===== config.mk =====
export PLATFORM = sky130hd
export DESIGN_NAME = array_list_engine_core
export DESIGN_NICKNAME = d
export VERILOG_FILES = /design/src/design/ale_pkg.sv /design/src/design/ale_ram.sv /design/src/design/ale_div.sv /design/src/design/array_list_engine_core.sv
export SDC_FILE = /design/constraint.sdc
export NUM_CORES = 2
export LEC_CHECK = 0
export ABC_AREA = 1
export BUFFER_PORTS_ARGS = -buffer_cell sky130_fd_sc_hd__buf_2
export CORE_UTILIZATION = 45
export DETAILED_ROUTE_END_ITERATION = 8
export SLEW_MARGIN = 25
export SYNTH_ARGS = -nofsm -noshare
export SYNTH_HDL_FRONTEND = slang
export SYNTH_SLANG_ARGS = --single-unit

===== constraint.sdc =====
create_clock -name clk -period 16.6 [get_ports clk]
set_clock_uncertainty 0.1 [all_clocks]
set_input_delay 4.98 -clock clk [delete_from_list [all_inputs] [get_ports clk]]
set_output_delay 4.98 -clock clk [all_outputs]
set_load 0.01 [all_outputs]

===== src/design/ale_pkg.sv =====
// ----------------------------------------------------------------------------
// ale_pkg
// Types and constants of the array list engine.
// ----------------------------------------------------------------------------
package ale_pkg;
  localparam int CAPACITY = 64;
  localparam int AW = $clog2(CAPACITY);
  localparam int CW = $clog2(CAPACITY + 1);

  localparam logic [2:0] K_INSERT = 3'd0;
  localparam logic [2:0] K_DELETE = 3'd1;
  localparam logic [2:0] K_LSEARCH = 3'd2;
  localparam logic [2:0] K_BSEARCH = 3'd3;
  localparam logic [2:0] K_AVERAGE = 3'd4;
  localparam logic [2:0] K_REVERSE = 3'd5;
  localparam logic [2:0] K_READALL = 3'd6;
  localparam logic [2:0] K_NOP = 3'd7;

  localparam logic [1:0] ST_OK = 2'd0;
  localparam logic [1:0] ST_BADPOS = 2'd1;
  localparam logic [1:0] ST_FULL = 2'd2;
  localparam logic [1:0] ST_MISS = 2'd3;

  typedef struct packed {
    logic [2:0] kind;
    logic signed [31:0] value;
    logic [6:0] position;
  } req_t;

  typedef struct packed {
    logic [1:0] status;
    logic [5:0] index;
    logic signed [31:0] data;
    logic signed [39:0] mean;
    logic [6:0] count;
    logic last;
  } rsp_t;

  typedef struct packed {
    logic start;
    logic signed [47:0] dividend;
    logic [CW-1:0] divisor;
  } div_req_t;

  typedef struct packed {
    logic done;
    logic signed [47:0] quotient;
  } div_rsp_t;
endpackage


===== src/design/ale_ram.sv =====
// ----------------------------------------------------------------------------
// ale_ram
// Single-port synchronous RAM with registered read.
// ----------------------------------------------------------------------------
module ale_ram #(
  parameter int DEPTH = 64,
  parameter int WIDTH = 32
) (
  input  logic                     clk,
  input  logic                     we,
  input  logic [$clog2(DEPTH)-1:0] addr,
  input  logic [WIDTH-1:0]         wdata,
  output logic [WIDTH-1:0]         rdata
);
  logic [WIDTH-1:0] mem [DEPTH];

  always_ff @(posedge clk) begin
    if (we) begin
      mem[addr] <= wdata;
    end
    rdata <= mem[addr];
  end
endmodule


===== src/design/ale_div.sv =====
// ----------------------------------------------------------------------------
// ale_div
// Restoring signed divider, one quotient bit per cycle, truncates to zero.
// ----------------------------------------------------------------------------
module ale_div (
  input  logic              clk,
  input  logic              rst,
  input  ale_pkg::div_req_t req,
  output ale_pkg::div_rsp_t rsp
);
  import ale_pkg::*;

  logic        busy;
  logic        done;
  logic [5:0]  step;
  logic [47:0] quo;
  logic [CW:0] rem;
  logic [CW-1:0] dvs;
  logic        neg;
  logic [CW:0] trial;

  assign trial = {rem[CW-1:0], quo[47]};

  always_ff @(posedge clk) begin
    if (rst) begin
      busy <= 1'b0;
      done <= 1'b0;
    end else begin
      done <= 1'b0;
      if (req.start) begin
        busy <= 1'b1;
        step <= 6'd0;
        neg <= req.dividend[47];
        quo <= req.dividend[47] ? 48'(-req.dividend) : 48'(req.dividend);
        rem <= '0;
        dvs <= req.divisor;
      end else if (busy) begin
        if (trial >= {1'b0, dvs}) begin
          rem <= trial - {1'b0, dvs};
          quo <= {quo[46:0], 1'b1};
        end else begin
          rem <= trial;
          quo <= {quo[46:0], 1'b0};
        end
        step <= step + 6'd1;
        if (step == 6'd47) begin
          busy <= 1'b0;
          done <= 1'b1;
        end
      end
    end
  end

  assign rsp = '{done: done, quotient: (neg ? -$signed(quo) : $signed(quo))};
endmodule


===== src/design/array_list_engine_core.sv =====
// ----------------------------------------------------------------------------
// array_list_engine_core
// Bounded list of signed words held in one RAM; sequencer walks it one
// access at a time for shift, search, average, reverse and readout.
// ----------------------------------------------------------------------------
//  channel | signals                  | payload
//  req     | req_valid / req_ready    | ale_pkg::req_t
//  rsp     | rsp_valid / rsp_ready    | ale_pkg::rsp_t
//
// One request at a time; each entry touched takes a RAM read, a wait, then a
// write or compare; reverse reads both entries of a pair, then writes both;
// average then runs the divider. Up to 64 entries are walked.
// Read all gives one beat per entry, paced by rsp_ready.
// Reset empties the list at once; no clearing pass.
module array_list_engine_core (
  input  logic           clk,
  input  logic           rst,
  input  logic           req_valid,
  output logic           req_ready,
  input  ale_pkg::req_t  req,
  output logic           rsp_valid,
  input  logic           rsp_ready,
  output ale_pkg::rsp_t  rsp
);
  import ale_pkg::*;

  typedef enum logic [3:0] {
    S_IDLE, S_RD, S_WAIT, S_USE, S_WR, S_DIV, S_OUT, S_RDOUT
  } state_t;

  state_t state;
  req_t   cur;
  logic [CW-1:0] count;
  logic [CW-1:0] i;
  logic [CW-1:0] j;
  logic [CW:0]   lo;
  logic [CW:0]   hi;
  logic [CW-1:0] mid;
  logic [31:0]   hold;
  logic          phase;
  logic signed [47:0] sum;

  logic          we;
  logic [AW-1:0] addr;
  logic [31:0]   wdata;
  logic [31:0]   rdata;
  div_req_t      dreq;
  div_rsp_t      drsp;
  logic [1:0]    acc_status;
  logic [CW-1:0] acc_i;

  ale_ram #(.DEPTH(CAPACITY), .WIDTH(32)) u_ram (
    .clk(clk), .we(we), .addr(addr), .wdata(wdata), .rdata(rdata)
  );

  ale_div u_div (.clk(clk), .rst(rst), .req(dreq), .rsp(drsp));

  assign req_ready = (state == S_IDLE) && !rsp_valid;

  // status and start index of an incoming beat
  always_comb begin
    acc_status = ST_OK;
    acc_i = '0;
    if (req.kind == K_INSERT) begin
      acc_i = count;
      if (req.position > 7'(count)) begin
        acc_status = ST_BADPOS;
      end else if (count == CW'(CAPACITY)) begin
        acc_status = ST_FULL;
      end
    end else if (req.kind == K_DELETE) begin
      acc_i = CW'(req.position);
      if (req.position >= 7'(count)) begin
        acc_status = ST_BADPOS;
      end
    end
  end

  // RAM access pattern per kind:
  //  insert: read i-1, write i (i from count down to pos+1), then write pos
  //  delete: read i+1, write i
  //  reverse: read i, read j, write i, write j
  // read address held through the wait cycle so rdata stays on that entry
  always_comb begin
    we = 1'b0;
    addr = AW'(i);
    wdata = hold;
    dreq.start = 1'b0;
    dreq.dividend = sum <<< 8;
    dreq.divisor = count;
    unique case (state)
      S_RD, S_WAIT: begin
        unique case (cur.kind)
          K_INSERT: addr = AW'(i - CW'(1));
          K_DELETE: addr = AW'(i + CW'(1));
          K_BSEARCH: addr = AW'(mid);
          K_REVERSE: addr = phase ? AW'(j) : AW'(i);
          default: addr = AW'(i);
        endcase
      end
      S_WR: begin
        we = 1'b1;
        unique case (cur.kind)
          K_INSERT: begin
            if (i == CW'(cur.position)) begin
              wdata = cur.value;
            end else begin
              wdata = rdata;
            end
          end
          K_DELETE: wdata = rdata;
          K_REVERSE: begin
            addr = phase ? AW'(j) : AW'(i);
            wdata = phase ? hold : rdata;
          end
          default: we = 1'b0;
        endcase
      end
      S_DIV: dreq.start = !phase;
      default: ;
    endcase
  end

  always_ff @(posedge clk) begin
    if (rst) begin
      state <= S_IDLE;
      count <= '0;
      rsp_valid <= 1'b0;
    end else begin
      if (rsp_valid && rsp_ready) begin
        rsp_valid <= 1'b0;
      end
      unique case (state)
        S_IDLE: begin
          if (req_valid && req_ready) begin
            cur <= req;
            rsp <= '{status: acc_status, index: '0, data: '0, mean: '0,
                     count: 7'(count), last: 1'b1};
            i <= acc_i;
            phase <= 1'b0;
            sum <= '0;
            lo <= '0;
            hi <= {1'b0, count} - (CW+1)'(1);
            j <= count - CW'(1);
            mid <= CW'(({1'b0, count} - (CW+1)'(1)) >> 1);
            unique case (req.kind)
              K_INSERT: begin
                if (acc_status != ST_OK) begin
                  state <= S_OUT;
                end else begin
                  state <= (CW'(req.position) == count) ? S_WR : S_RD;
                end
              end
              K_DELETE: begin
                if (acc_status != ST_OK) begin
                  state <= S_OUT;
                end else begin
                  state <= (CW'(req.position) + CW'(1) == count) ? S_USE : S_RD;
                end
              end
              K_LSEARCH, K_AVERAGE, K_READALL: begin
                state <= (count == '0) ? (req.kind == K_AVERAGE ? S_OUT : S_USE)
                                       : S_RD;
              end
              K_BSEARCH: state <= (count == '0) ? S_USE : S_RD;
              K_REVERSE: state <= (count < CW'(2)) ? S_OUT : S_RD;
              default: state <= S_OUT;
            endcase
          end
        end
        S_RD: state <= S_WAIT;
        S_WAIT: begin
          if (cur.kind == K_REVERSE) begin
            if (!phase) begin
              hold <= rdata;
              phase <= 1'b1;
              state <= S_RD;
            end else begin
              phase <= 1'b0;
              state <= S_WR;
            end
          end else begin
            state <= (cur.kind == K_INSERT || cur.kind == K_DELETE) ? S_WR : S_USE;
          end
        end
        S_USE: begin
          unique case (cur.kind)
            K_DELETE: begin
              count <= count - CW'(1);
              rsp.count <= 7'(count - CW'(1));
              state <= S_OUT;
            end
            K_LSEARCH: begin
              if (count == '0) begin
                rsp.status <= ST_MISS;
                state <= S_OUT;
              end else if (rdata == cur.value) begin
                rsp.index <= 6'(i);
                state <= S_OUT;
              end else if (i + CW'(1) == count) begin
                rsp.status <= ST_MISS;
                state <= S_OUT;
              end else begin
                i <= i + CW'(1);
                state <= S_RD;
              end
            end
            K_BSEARCH: begin
              if (count == '0) begin
                rsp.status <= ST_MISS;
                state <= S_OUT;
              end else if ($signed(rdata) == cur.value) begin
                rsp.index <= 6'(mid);
                state <= S_OUT;
              end else if ($signed(rdata) < cur.value) begin
                if ({1'b0, mid} + (CW+1)'(1) > hi) begin
                  rsp.status <= ST_MISS;
                  state <= S_OUT;
                end else begin
                  lo <= {1'b0, mid} + (CW+1)'(1);
                  mid <= CW'(({1'b0, mid} + (CW+1)'(1) + hi) >> 1);
                  state <= S_RD;
                end
              end else begin
                if (mid == '0 || {1'b0, mid} - (CW+1)'(1) < lo) begin
                  rsp.status <= ST_MISS;
                  state <= S_OUT;
                end else begin
                  hi <= {1'b0, mid} - (CW+1)'(1);
                  mid <= CW'((lo + {1'b0, mid} - (CW+1)'(1)) >> 1);
                  state <= S_RD;
                end
              end
            end
            K_AVERAGE: begin
              sum <= sum + 48'($signed(rdata));
              if (i + CW'(1) == count) begin
                state <= S_DIV;
              end else begin
                i <= i + CW'(1);
                state <= S_RD;
              end
            end
            K_READALL: begin
              rsp.last <= (count == '0) || (i + CW'(1) == count);
              rsp.index <= 6'(i);
              rsp.data <= (count == '0) ? '0 : rdata;
              rsp_valid <= 1'b1;
              state <= S_RDOUT;
            end
            default: state <= S_OUT;
          endcase
        end
        S_WR: begin
          unique case (cur.kind)
            K_INSERT: begin
              if (i == CW'(cur.position)) begin
                count <= count + CW'(1);
                rsp.count <= 7'(count + CW'(1));
                state <= S_OUT;
              end else begin
                i <= i - CW'(1);
                state <= (i - CW'(1) == CW'(cur.position)) ? S_WR : S_RD;
              end
            end
            K_DELETE: begin
              if (i + CW'(2) == count) begin
                state <= S_USE;
              end else begin
                i <= i + CW'(1);
                state <= S_RD;
              end
            end
            K_REVERSE: begin
              if (!phase) begin
                phase <= 1'b1;
                state <= S_WR;
              end else begin
                phase <= 1'b0;
                if (i + CW'(1) >= j - CW'(1)) begin
                  state <= S_OUT;
                end else begin
                  i <= i + CW'(1);
                  j <= j - CW'(1);
                  state <= S_RD;
                end
              end
            end
            default: state <= S_OUT;
          endcase
        end
        S_DIV: begin
          phase <= 1'b1;
          if (drsp.done) begin
            rsp.mean <= 40'(drsp.quotient);
            state <= S_OUT;
          end
        end
        S_OUT: begin
          if (!rsp_valid) begin
            rsp_valid <= 1'b1;
            state <= S_IDLE;
          end
        end
        S_RDOUT: begin
          if (rsp_valid && rsp_ready) begin
            if (rsp.last) begin
              state <= S_IDLE;
            end else begin
              i <= i + CW'(1);
              state <= S_RD;
            end
          end
        end
        default: state <= S_IDLE;
      endcase
    end
  end
endmodule


=== Word-level counts from Yosys, hierarchy flattened ===
Memory sizes are Yosys's and may differ from the RTL's. A register that Yosys moved wholly into a read port is not among the register bits.
Index checks and enable logic that the tools add are counted.

* Bitwise operators: 2
* Eq/ne operators: 70
* Mux-type cells: 144
* Add/sub/neg operators: 18
* Reduce and logical (&&, ||, !) cells: 45
* Order comparisons: 8

{| class="wikitable"
|+ Operator list
! kind !! count
|-
| $mux 48 || 5
|-
| $mux 7 || 28
|-
| $mux 32 || 5
|-
| $pmux 40 s2 || 2
|-
| $mux 8 || 12
|-
| $pmux 32 s3 || 1
|-
| $pmux 48 s2 || 1
|-
| $mux 88 || 1
|-
| $mux 40 || 2
|-
| $eq 32x32->1 || 2
|-
| $pmux 7 s2 || 4
|-
| $add 48x32->48 || 1
|-
| $neg 48->48 || 1
|-
| $mux 3 || 15
|-
| $mux 4 || 11
|-
| $eq 7x7->1 || 6
|-
| $mux 6 || 7
|-
| $pmux 7 s3 || 2
|-
| $neg 40->40 || 1
|-
| $ne 3x3->1 const B || 11
|-
| $lt 32x32->1 || 1
|-
| $pmux 4 s8 || 1
|-
| $pmux 8 s2 || 2
|-
| $reduce_and 8->1 || 4
|-
| other kinds (60) || 161
|}

* Register bits after elaboration: 331
* Memory bits (writable): 2048
* Memories: 1
* Logic and storage cells: 315
* Input bits: 46
* Output and inout port bits: 90

{| class="wikitable"
|+ Memory list
! name !! depth !! bits a word !! read ports !! clocked after Yosys merged registers in !! wr ports !! RTL line !! source
|-
| u_ram.mem || 64 || 32 || 1 || 1 || 1 || ale_ram.sv:15 || <nowiki>logic [WIDTH-1:0] mem [DEPTH];</nowiki>
|}

=== Longest topological paths before layout ===
* Depth in word-level cells: 9
* Gate-level depth with buffers: 24
* Mapped depth without buffers: 22

=== By module ===
A second synthesis with hierarchy kept.

* Cell total of the unflattened synthesis: 11507
* Area total of the unflattened synthesis: 110638.6 sq um

{| class="wikitable"
|+ By module, submodules not included
! module !! area an instance (sq um) !! seq. area each (sq um) !! times used !! cells each
|-
| ale_ram || 86661.9 || 62139.6 || 1 || 8444
|-
| array_list_engine_core || 17539.3 || 7427.1 || 1 || 2117
|-
| ale_div || 6437.4 || 2112.0 || 1 || 946
|}

=== Worst setup path before layout ===
OpenSTA, ideal clock, no wires.

* Path kind: input -> register
* From: input rst
* To: register u_div.quo[0] (enable)
* Data arrival time: 9497 ps
* Path buffers: 1
* Slack: 6438 ps
* Setup time: 564 ps
* Stages: 2
* Data required time: 15936 ps
* Path through: clkbuf_1 -> o21ai_0

* Cells in the longest elaborated chain, start to end: 2

{| class="wikitable"
|+ Ends and longest elaborated chain
! item !! RTL line !! source
|-
| start: declaration || array_list_engine_core.sv:17 || <nowiki>input logic rst,</nowiki>
|-
| $not 1->1 (no source line) || -- ||
|-
| $reduce_and 2->1 (no source line) || -- ||
|-
| end signal: assignment || ale_div.sv:34 || <nowiki>quo <= req.dividend[47] ? 48'(-req.dividend) : 48'(req.dividend);</nowiki>
|-
| end signal: assignment || ale_div.sv:40 || <nowiki>quo <= {quo[46:0], 1'b1};</nowiki>
|-
| end signal: assignment || ale_div.sv:43 || <nowiki>quo <= {quo[46:0], 1'b0};</nowiki>
|-
| end: declaration || ale_div.sv:16 || <nowiki>logic [47:0] quo;</nowiki>
|}

Every way passes these cells.
A chain may end at the register's enable or synchronous reset.

=== Final worst setup path ===
* From: register state[0]
* To: output req_ready

* Cells in the longest elaborated chain, start to end: 2

{| class="wikitable"
|+ Ends and longest elaborated chain
! item !! RTL line !! source
|-
| start: declaration || array_list_engine_core.sv:31 || <nowiki>state_t state;</nowiki>
|-
| start signal: assignment || array_list_engine_core.sv:151 || <nowiki>state <= (CW'(req.position) == count) ? S_WR : S_RD;</nowiki>
|-
| start signal: assignment || array_list_engine_core.sv:158 || <nowiki>state <= (CW'(req.position) + CW'(1) == count) ? S_USE : S_RD;</nowiki>
|-
| start signal: assignment || array_list_engine_core.sv:162 || <nowiki>state <= (count == '0) ? (req.kind == K_AVERAGE ? S_OUT : S_USE)</nowiki>
|-
| $logic_not 4->1 || array_list_engine_core.sv:58 || <nowiki>assign req_ready = (state == S_IDLE) && !rsp_valid;</nowiki>
|-
| $logic_and 1x1->1 || array_list_engine_core.sv:58 ||
|-
| end: declaration || array_list_engine_core.sv:19 || <nowiki>output logic req_ready,</nowiki>
|}

Every way passes these cells.

==> flow_metrics.py <==
metrics = {
    "place": {
        "gp_congestion": 0.9086,
        "hpwl_um": 188500,
        "place_area_um2": 113500,
        "portBuffers": 135,
        "pre_cts_slack_ps": 8968,
    },
    "clocking": {
        "cts.clk_slew.worst_paths_ps": 60,
        "post_cts_buffers": 0,
        "cts_buffer_depth": 4,
        "cts_tree": "yes",
        "cts.sinks": 2402,
        "ctsHtreeMaxLevel": 5,
        "cts-root-buf": "clkbuf_16",
        "cts-resized-gates": 0,
        "ctsHoldBuffers": 0,
        "numCtsBuffers": 277,
        "clock_latency_ps": 950,
    },
    "hold_path": {
        "hp-start": "u_div.busy",
        "hp-class": "reg -> reg",
    },
    "sta": {
        "max_freq_mhz": 130.4,
        "setup_slack_ps": 8932,
        "rsz0062_at_grt": "no",
        "final-hold-violation-count": 0,
        "slew_headroom_pct": 17.65,
        "period_minus_slack_ps": 7668,
        "drv_slew": 0,
        "fin_crit_sh_pct": 46.20,
        "finalSetupTns_ps": 0,
        "finalSetupViolations": 0,
        "worst_slew_pin_slew_ps": 1235,
    },
    "power": {
        "internal-power_mw": 13.68,
        "p_comb_share_pct": 47.6,
        "power_leakage_nw": 50.71,
        "p_clk_share_pct": 23.2,
        "p_per_area_nw_per_um2": 208.7,
        "peakVddDrop_v": 0.0002905,
        "power_frac_seq_pct": 29.2,
        "swShare_pct": 46.34,
        "p_switching_mw": 11.82,
    },
    "grt": {
        "grt_pass1_vias": 73110,
        "grt_use_total_pct": 26.69,
        "grt.overflow.total": 0,
        "grt_first_pass_wirelength_um": 485700,
        "grt_max_degree": 192,
        "antenna_found_initial": 12,
    },
    "floorplanning": {
        "die_h_um": 493.2,
        "dieArea_um2": 243300,
        "start_util_pct": 45.44,
        "die_w_um": 493.2,
        "io_pins": 136,
        "core-area_um2": 239000,
        "num_rows": 179,
    },
    "synth": {
        "synthArstFlopShare_pct": 0,
        "yosysMostFrequentCell": "nand2_1",
        "synth_edf_count": 2357,
        "syn_nets": 11360,
        "synth_area_um2": 108600,
        "avgSynthCellArea_um2": 9.730,
        "synth_warnings": 0,
        "postSynthCellCount": 11160,
        "synth_ff_type": "edfxtp_1",
        "ys_types": 55,
        "synth-seq-cells": 2402,
        "synth_top_area_share_pct": 65.18,
        "synthTopCellsByArea": "edfxtp_1, nand2_1, ha_1, nor2_1, buf_2",
        "ys_seq_area_share_pct": 66.01,
        "yosysTopAreaCell": "edfxtp_1",
        "synth_common_cells": "nand2_1, edfxtp_1, nor2_1, inv_1, buf_2",
    },
    "detailed_routing": {
        "routed_wl_um": 328700,
        "vias": 78090,
        "vias_per_cell": 5.353,
        "wl_per_cell_um": 22.53,
        "drt_iter0_markers": 9012,
        "dr.pass1.iters": 8,
        "drc": 0,
        "ant_nets": 0,
    },
    "critical_path": {
        "max_stage_delay_ps": 350,
        "cpMostUsedCell": "inv_1",
        "critical_path_class": "reg -> out",
        "crit_fanout": 7,
        "critPathArrivalTime_ps": 2590,
        "slowest_stage": "dfxtp_1",
        "crit_required_ps": 11520,
        "start_kind": "flip-flop",
        "worstPathCellList": "inv_1 -> ha_1 -> inv_1 -> nor2_1 -> inv_1 -> nor2_1 -> buf_2",
        "startpoint": "state[0]",
        "r2r_start": "state[0]",
        "critPathCaptureType": "primary output",
    },
    "outcome": {
        "status": "finished clean",
    },
    "final_layout": {
        "multi_input_area_um2": 34360,
        "design_area_um2": 122200,
        "syn_to_final_growth_pct": 12.50,
        "num-fill-cells": 21220,
        "seq_area_um2": 71680,
        "drive_gt1_share_pct": 7.269,
        "num-nets-final": 11430,
    },
    "run": {
        "max_cap_violations": 0,
    },
}
==> flip-flops by register name, summed over array words and instances (netlist names), 8 cells and up <==
name,flops
u_ram.rdata,32
hi,8
u_div.quo,48
lo,8
u_ram.mem,2048
rsp,88
hold,32
sum,40
cur,42
==> power by group through the flow <==
stage / Combinational [mW] / Sequential [mW] / Clock, mW
final: 12.1 / 7.45 / 5.92
after floorplan: 8.05 / 7.41 / 0
after global routing: 13.4 / 7.45 / 6.23
after global placement: 12.0 / 7.57 / 0
after detailed placement: 12.0 / 7.57 / 0
after CTS: 12.0 / 7.44 / 6.01
==> worst paths after layout <==
kind	cells past startpoint	slack, ps	end
setup / recovery	7	8930	req_ready
hold reg to reg	2	400	u_div.busy
hold / removal	2	400	u_div.busy
setup reg to reg	23	9340	u_ram.rdata[9]
==> cells in the final DEF, fill, tap and decap left out, types with 135 or more instances in the layout <==
cell / count
nor2_1: 340
nand2_1: 6286
o21ai_0: 265
edfxtp_1: 2357
buf_2: 135
buf_4: 159
clkbuf_16: 286
a21oi_1: 270
ha_1: 147
inv_1: 334
==> final cells by class <==
type | instances | area share [%]
Sequential cell | 2402 | 58.68
Multi-Input combinational cell | 7876 | 28.13
Clock buffer | 349 | 6.069
Tap cell | 3167 | 3.244
Timing Repair Buffer | 309 | 1.752
Inverter | 367 | 1.146
Clock inverter | 116 | 0.9782
Antenna cell | 4 | 0.008194
==> kinds of logic after synthesis <==
group	count (synthesis)	synth area share [%]
simple gates	6909	24.25
flops	2402	66.01
fa+ha+maj	151	1.768
compound gates	704	3.648
xor+xnor	112	0.9034
buf+inv	882	3.427
==> per-stage QoR <==
step                      cells  hold slack [ps]  utilization [%]  power (mW)
after floorplan           11160            306.4                -       15.45
after global placement    14120            366.7            47.47       19.52
after detailed placement  14120            380.4            47.48       19.52
after CTS                 14580            392.1            51.09       25.47
after global routing      14590            442.7            51.12       27.12
final                     14590            397.2            51.12       25.49
==> critical path, delay by kind of cell (launching register included) <==
kind                     cells  cell delay [ps]
flip-flops                   1              350
adder cells (fa/ha/maj)      1              210
buffers and inverters        4              610
AND/OR/NAND/NOR              2              480
==> routing by layer <==
metal | track usage (%) | routed length, um
met1 | 38.19 | 141900
met2 | 42.19 | 150200
met5 | 0 | 12
met3 | 3.981 | 27440
met4 | 7.770 | 9096
No activity file was read; power rests on OpenSTA's default activity.
